File: src/gpm_pkg.sv
package gpm_pkg;

  localparam int unsigned ImageWidth  = 512;
  localparam int unsigned ImageHeight = 512;
  localparam int unsigned FramePixels = ImageWidth * ImageHeight;
  localparam int unsigned AddrW = (FramePixels > 1) ? $clog2(FramePixels) : 1;
  localparam int unsigned PosW  = $clog2(FramePixels + 1);

  localparam logic [4:0] FramesToCombineRst = 5'd10;
  localparam logic [3:0] FramesSkippedRst   = 4'd5;
  localparam logic [7:0] GreenMarginRst     = 8'd10;
  localparam logic [7:0] GreenFloorRst      = 8'd64;
  localparam logic [7:0] RedOn              = 8'd255;
  localparam logic [4:0] MaxCaptures        = 5'd16;

  typedef enum logic [1:0] {
    CfgFramesToCombine = 2'd0,
    CfgFramesSkipped   = 2'd1,
    CfgGreenMargin     = 2'd2,
    CfgGreenFloor      = 2'd3
  } cfg_idx_e;

  typedef struct packed {
    logic [4:0] frames_to_combine;
    logic [3:0] frames_skipped;
    logic [7:0] green_margin;
    logic [7:0] green_floor;
  } cfg_t;

  // per-pixel control handed from sequencer to mask pipeline
  typedef struct packed {
    logic             captured;
    logic             in_range;
    logic [AddrW-1:0] addr;
    logic             merge;
    logic             emit;
    logic             fend;
    logic             hit;
  } pix_ctrl_t;

endpackage

File: src/gpm_frame_seq.sv
module gpm_frame_seq (
  input  logic                 clk_i,
  input  logic                 rst_ni,
  input  logic                 acc_i,
  input  logic [7:0]           blue_i,
  input  logic [7:0]           green_i,
  input  logic [7:0]           red_i,
  input  logic                 frame_end_i,
  input  gpm_pkg::cfg_t        cfg_i,
  output gpm_pkg::pix_ctrl_t   pix_o
);

  logic [gpm_pkg::PosW-1:0] pos_q, pos_d;
  logic [3:0] cap_q, cap_d;
  logic [3:0] skip_q, skip_d;
  logic       skip_phase_q, skip_phase_d;

  logic [4:0] eff;
  logic       last;
  logic [3:0] cap_next;
  logic [3:0] skip_next;
  logic       hit;

  always_comb begin
    if (cfg_i.frames_to_combine == 5'd0) begin
      eff = 5'd1;
    end else if (cfg_i.frames_to_combine > gpm_pkg::MaxCaptures) begin
      eff = gpm_pkg::MaxCaptures;
    end else begin
      eff = cfg_i.frames_to_combine;
    end
  end

  assign last      = ({1'b0, cap_q} + 5'd1) >= eff;
  assign cap_next  = last ? 4'd0 : cap_q + 4'd1;
  assign skip_next = skip_q + 4'd1;

  assign hit = ({1'b0, blue_i} + {1'b0, cfg_i.green_margin} < {1'b0, green_i})
             && ({1'b0, red_i} + {1'b0, cfg_i.green_margin} < {1'b0, green_i})
             && (green_i > cfg_i.green_floor);

  always_comb begin
    pix_o.captured = !skip_phase_q;
    pix_o.in_range = pos_q < gpm_pkg::PosW'(gpm_pkg::FramePixels);
    pix_o.addr     = pos_q[gpm_pkg::AddrW-1:0];
    pix_o.merge    = cap_q != 4'd0;
    pix_o.emit     = !skip_phase_q && last;
    pix_o.fend     = frame_end_i;
    pix_o.hit      = hit;
  end

  always_comb begin
    pos_d        = pos_q;
    cap_d        = cap_q;
    skip_d       = skip_q;
    skip_phase_d = skip_phase_q;
    if (acc_i) begin
      if (frame_end_i) begin
        pos_d = '0;
      end else if (pos_q < gpm_pkg::PosW'(gpm_pkg::FramePixels)) begin
        pos_d = pos_q + gpm_pkg::PosW'(1);
      end
      if (!skip_phase_q) begin
        if (frame_end_i) begin
          if (cfg_i.frames_skipped == 4'd0) begin
            cap_d = cap_next;
          end else begin
            skip_phase_d = 1'b1;
            skip_d       = 4'd0;
          end
        end
      end else if (frame_end_i) begin
        if (skip_next >= cfg_i.frames_skipped || skip_next == 4'd0) begin
          skip_phase_d = 1'b0;
          skip_d       = 4'd0;
          cap_d        = cap_next;
        end else begin
          skip_d = skip_next;
        end
      end
    end
  end

  always_ff @(posedge clk_i or negedge rst_ni) begin
    if (!rst_ni) begin
      pos_q        <= '0;
      cap_q        <= '0;
      skip_q       <= '0;
      skip_phase_q <= 1'b0;
    end else begin
      pos_q        <= pos_d;
      cap_q        <= cap_d;
      skip_q       <= skip_d;
      skip_phase_q <= skip_phase_d;
    end
  end

endmodule

File: config.mk
export PLATFORM = sky130hd
export DESIGN_NAME = gpm_frame_seq
export DESIGN_NICKNAME = d
export VERILOG_FILES = /design/src/gpm_pkg.sv /design/src/gpm_frame_seq.sv
export SDC_FILE = /design/constraint.sdc
export NUM_CORES = 1
export LEC_CHECK = 0
export BUFFER_PORTS_ARGS = -buffer_cell sky130_fd_sc_hd__buf_2
export CELL_PAD_IN_SITES_DETAIL_PLACEMENT = 0
export CELL_PAD_IN_SITES_GLOBAL_PLACEMENT = 2
export CORE_ASPECT_RATIO = 0.6
export CORE_UTILIZATION = 34
export DETAILED_ROUTE_END_ITERATION = 16
export PLACE_DENSITY = 0.87
export SLEW_MARGIN = 20
export SYNTH_ARGS = -nofsm -noshare
export SYNTH_HDL_FRONTEND = slang
export SYNTH_SLANG_ARGS = --single-unit
File: constraint.sdc
create_clock -name clk_i -period 5.8 [get_ports clk_i]
set_clock_uncertainty 0.2 [all_clocks]
set_input_delay 0.87 -clock clk_i [delete_from_list [all_inputs] [get_ports clk_i]]
set_output_delay 0.87 -clock clk_i [all_outputs]
set_load 0.01 [all_outputs]
Word-level counts from Yosys, hierarchy flattened
Cells that the tools add are included.
{"block": "classes", "n_addsub": 6, "magnitude_cmp": 7, "n_eq_ne": 2, "mux": 20, "n_reduce_logical": 14}
{"cell": "$mux W4", "n": 11}
{"cell": "$mux W19", "n": 2}
{"cell": "$add A19 B1 Y19 const B", "n": 1}
{"cell": "$lt A19 B19 Y1 const B", "n": 1}
{"cell": "$add A8 B8 Y9", "n": 2}
{"cell": "$lt A9 B8 Y1", "n": 2}
{"cell": "$mux W5", "n": 2}
{"cell": "$add A4 B1 Y4 const B", "n": 2}
{"cell": "$gt A8 B8 Y1", "n": 1}
{"cell": "$logic_not A4 Y1", "n": 2}
{"cell": "$add A4 B1 Y5 const B", "n": 1}
{"cell": "$ge A5 B5 Y1", "n": 1}
{"cell": "$gt A5 B5 Y1 const B", "n": 1}
{"cell": "$logic_not A5 Y1", "n": 1}
{"cell": "$mux W1", "n": 5}
{"cell": "$ge A4 B4 Y1", "n": 1}
{"cell": "$reduce_and A4 Y1", "n": 1}
{"cell": "$reduce_bool A2 Y1", "n": 2}
{"cell": "$reduce_bool A4 Y1", "n": 1}
{"cell": "$logic_and A1 B1 Y1", "n": 3}
{"cell": "$reduce_and A3 Y1", "n": 1}
{"cell": "$ne A2 B1 Y1 const B", "n": 1}
{"cell": "$ne A2 B2 Y1 const B", "n": 1}
{"cell": "$reduce_and A2 Y1", "n": 1}
{"cell": "other kinds (2)", "n": 2}
{"block": "totals", "regBits": 28, "output_inout_bits": 24, "wordCells": 53}

Depth between registers and ports, before layout
{"block": "logic_depth", "depth_word": 8, "mapped_depth": 15}

Worst setup path after synthesis
OpenSTA, ideal clock, no wires.
{"block": "synth_path", "path_type": "in2out", "from": "input port blue_i[1]", "to": "output port pix_o[0] (netlist bit)", "arrival_ns": 3.131, "slack_ns": 1.599, "cell_stages": 13, "n_path_buf": 1, "cell_sequence": "ha_1 -> a21o_1 -> a21oi_1 -> o21a_1 -> nor3_1 -> xor2_1 -> ha_1 -> a222oi_1 -> nand2_1 -> a21oi_1 -> o221ai_1 -> nor4_1 -> buf_4"}
{"block": "synth_between", "elab_chain_len": 4}
{"element": "start, declared", "line_no": "gpm_frame_seq.sv:5", "source": "input logic [7:0] blue_i,"}
{"element": "$add A8 B8 Y9", "line_no": "gpm_frame_seq.sv:38", "source": "assign hit = ({1'b0, blue_i} + {1'b0, cfg_i.green_margin} < {1'b0, green_i})"}
{"element": "$lt A9 B8 Y1", "line_no": "gpm_frame_seq.sv:38"}
{"element": "$logic_and A1 B1 Y1", "line_no": "gpm_frame_seq.sv:39", "source": "&& ({1'b0, red_i} + {1'b0, cfg_i.green_margin} < {1'b0, green_i})"}
{"element": "$logic_and A1 B1 Y1", "line_no": "gpm_frame_seq.sv:40", "source": "&& (green_i > cfg_i.green_floor);"}
{"element": "end, declared", "line_no": "gpm_frame_seq.sv:10", "source": "output gpm_pkg::pix_ctrl_t pix_o"}
No other way between the ends.

==> results summary <==
The number of antenna cells inserted came out at 0. The largest individual stage delay along the critical path comes from the cell fa_1. The number of warnings printed during yosys synthesis came out at 0.

STA classifies the critical path endpoint as a primary output. The final count of pins violating max slew is 0. The internal cell power came out at 0.5406 mW. Buffers added to address setup during post-CTS repair amount to 0. The total CTS buffers came out at 3. At the placement stage, the worst setup path has a slack of 1149 ps. The part of the power in combinational logic came out at between 40% and 50%. The maximum fanout along the worst path came out at 2. Of the total power, the share spent switching nets is approximately 37%. When the netlist entered floorplanning its net count stood at 455. The clock tree from TritonCTS is yes.

The number of enable-type register cells in the synthesized netlist is 0. The filler-free cell count of the finished design is 517. Headroom to the max-slew limit came out at between 50 and 60%. The via count of the first global-routing pass is 2,213. The vias after detailed routing is between 2,000 and 2,500. The die width came out at between 100 and 150 µm. In this run, the number of DRC markers left after iteration 0 of detailed routing was 94. The top cell types in the final layout, fill and taps aside, are 76 x buf_2, 51 x ha_1, 38 x inv_1. The data arrival at the endpoint of the critical path came out at 3560 ps. The total placed cells including tap cells came out at 513.

By area the synthesized netlist is led by dfrtp_1 23%, ha_1 21%, buf_4 5.0%, inv_1 4.7%, xnor2_1 4.1%. The post-CTS resize count is 0. The analysis attributes to cell leakage a power of around 1.9 nW.

The clock network is responsible for between 20% and 30% of the overall power. The initial antenna violation count was 0. Entering global routing, the biggest net connects 29 pins. The detailed-routing iteration count for the pre-antenna-repair pass came out at 4. The area of the die came out at between 0.009 and 0.01 mm². The global-route wire length before repair is between 10,000 and 15,000 µm.

Across the VDD grid, the largest voltage drop is ~0.18 mV. Synthesis produced roughly 350 cells. The sequential standard cell area came out at ~700 µm².

Across all setup checks in the final design, the least slack found is about 1200 ps. The worst hold path belongs to the class register to register. For this run, the total global-route usage over all layers was measured as ~16%. The post-detailed-route count of antenna-violating nets is 0. The count of state elements after synthesis is 28. The run finished with clean final reports.

The total number of clock tree sinks came out at 28. The area of the multi-input gates is between 0.0015 and 0.002 mm². Buffers placed on the I/O ports in this run total 76.

After filler insertion, the fill cell instance count of the layout stands at about 900. STA classifies the critical path startpoint as an input pin. The share of total power dissipated in sequential elements is a little under a third.

The detailed placer's ending HPWL is about 6000 µm. The area growth from synthesis to layout is 15.22%. The final-report hold violation count came out at 0. The net switching component of the power is approximately 0.32 mW. The placer congestion estimate is approximately 0.8. The library cell used most frequently in the layout, excluding fill and tap cells, is buf_2.

The setup TNS is 0 ps. The highest clock frequency the design can meet is 0.2159 GHz. The aggregate global routing overflow came out at 0.

The total power per unit cell area came out at roughly 250 mW/mm². CTS built an H-tree with a depth of 1. The count of hold buffers inserted by post-cts repair came out at 0.

The critical path goes through buf_2, ha_1, inv_1, fa_1, nand2b_1, a21oi_1, a21oi_1, ha_1, a21o_1, a211oi_1, o21a_1, o221ai_1, nor4_1, buf_2. The number of distinct library cells after synthesis came out at 53. The average cell area after synthesis is ~8.6 µm². The clock edge transition at the registers on the reported setup and hold paths is ~70 ps.

The critical path is of the input pin to primary output type. For this run, the leading register cell type out of synthesis is dfrtp_1. The sequential share of the synthesized area came out at between 20% and 30%. On the worst path, the slowest cell contributes a delay of 390 ps. In this run the standard cell core region covers around 0.0086 mm². The average via count per standard cell came out at 4.805. The async set-or-reset flop fraction in the synthesized netlist is 100.0%.

Setup repair after global routing left no endpoint under its margin. The mapped netlist covers 0.003008 mm². The initial utilization of the core area, before any placement, comes to around a third.

The height of the die came out at between 70 and 80 µm. The master cell of the clock root buffer is clkbuf_16. The period utilization is around four fifths.

After detailed routing, the number of remaining DRC violations is 0. The fraction of layout instances using a drive strength above 1 is approximately 22%. The number of buffers on the longest clock path is 2. The final-stage net count is between 500 and 600. The minimum clock period after layout is 4632 ps. For the pin with the worst max-slew slack, the measured transition is approximately 740 ps. The proportion of netlist area held by the largest area contributor is approximately a quarter.

The initialized floorplan defines 26 standard-cell rows. The total routed wirelength is a little over 7000 µm. The I/O pin count is 77. Across the run, the number of max-cap violations was 0. Dividing the detail-routed wire length by the instance count gives between 10 and 15 µm. Of all cell types, the one taking the most synthesized area is dfrtp_1. Setup violations remaining at the end of the flow were counted as 0. The clock latency reported for the late side of the worst-skew pair is ~260 ps.

The required time at the endpoint of the critical path is 4730 ps. The core occupancy in the finished layout came out at 40.51%.
## worst max-delay path: cells and delay by family
| family | cells | cell delay, ps |
|---|---|---|
| AOI/OAI and AO/OA | 6 | 1030 |
| adders and majority gates | 3 | 860 |
| and+or+nand+nor | 2 | 460 |
| buffers and inverters | 3 | 330 |
## area by class of cell
| cell class | count | share of cell area, % |
|---|---|---|
| clock buffer | 3 | 2.166 |
| clock inverter | 1 | 0.8664 |
| inverter | 38 | 4.116 |
| multi-input combinational | 259 | 57.62 |
| sequential | 28 | 20.22 |
| tap | 112 | 4.043 |
| timing repair buffer | 76 | 10.97 |
## metrics by stage
step | total power, mW | hold WS, ps | area (µm²)
3_5_place_dp | 0.6602 | 346.3 | 3361
4_1_cts | 0.8682 | 361.1 | 3466
3_3_place_gp | 0.6483 | 333.3 | 3361
2_1_floorplan | 0.5495 | 304.0 | 3008
6_report | 0.8605 | 361.8 | 3466
5_1_grt | 0.9381 | 384.4 | 3466
## Yosys cell counts, drive strengths merged (5+ instances only)
library cell,n
a211oi,5
a21o,8
a21oi,13
and3,7
buf,23
dfrtp,28
ha,51
inv,38
nand2,23
nand2b,5
nand3,9
nand4,6
nor2,33
nor2b,8
o21a,6
o21ai,9
xnor2,14
xor2,14
## worst paths after layout
path                        endpoint  cells after the start      start  slack (ps)
min                        pos_q[13]                      2  pos_q[13]         360
max                         pix_o[0]                     14   cfg_i[8]        1170
min reg2reg                pos_q[13]                      2  pos_q[13]         360
min in group asynchronous   pos_q[0]                      1     rst_ni         420
max in group asynchronous   pos_q[7]                      1     rst_ni        4560
max reg2reg                 cap_q[0]                      8  skip_q[0]        3110
## flip-flops by register name, summed over array words and instances, names as in the netlist
name          count
cap_q             4
pos_q            19
skip_phase_q      1
skip_q            4
## power groups by stage
stage | registers, mW | clock network (mW) | logic [mW]
floorplan | 0.253 | 0 | 0.296
global placement | 0.265 | 0 | 0.383
detailed placement | 0.267 | 0 | 0.394
CTS | 0.263 | 0.209 | 0.396
global route | 0.270 | 0.219 | 0.449
finish | 0.262 | 0.206 | 0.392
## kinds of logic after synthesis
group                    Yosys count  share of synthesized area (%)
flip-flops                        28                          23.29
adder cells (fa/ha/maj)           53                          22.55
XOR/XNOR                          28                          8.153
multiplexers                       4                          1.331
buffers and inverters             62                          10.32
AO/OA/AOI/OAI                     66                          15.72
AND/OR/NAND/NOR                  108                          18.64
## layer usage
layer | GRT usage (%) | share of wire, % | vias to the layer above
met1 | 27.45 | 60 | 1109
met3 | 3.030 | 4.2 | 2
met2 | 18.93 | 35 | 47
li1 | - | - | 1326
met4 | 1.205 | 0.31 | 0
met5 | 0 | 0 | -
No activity file was read; power rests on OpenSTA's default activity.
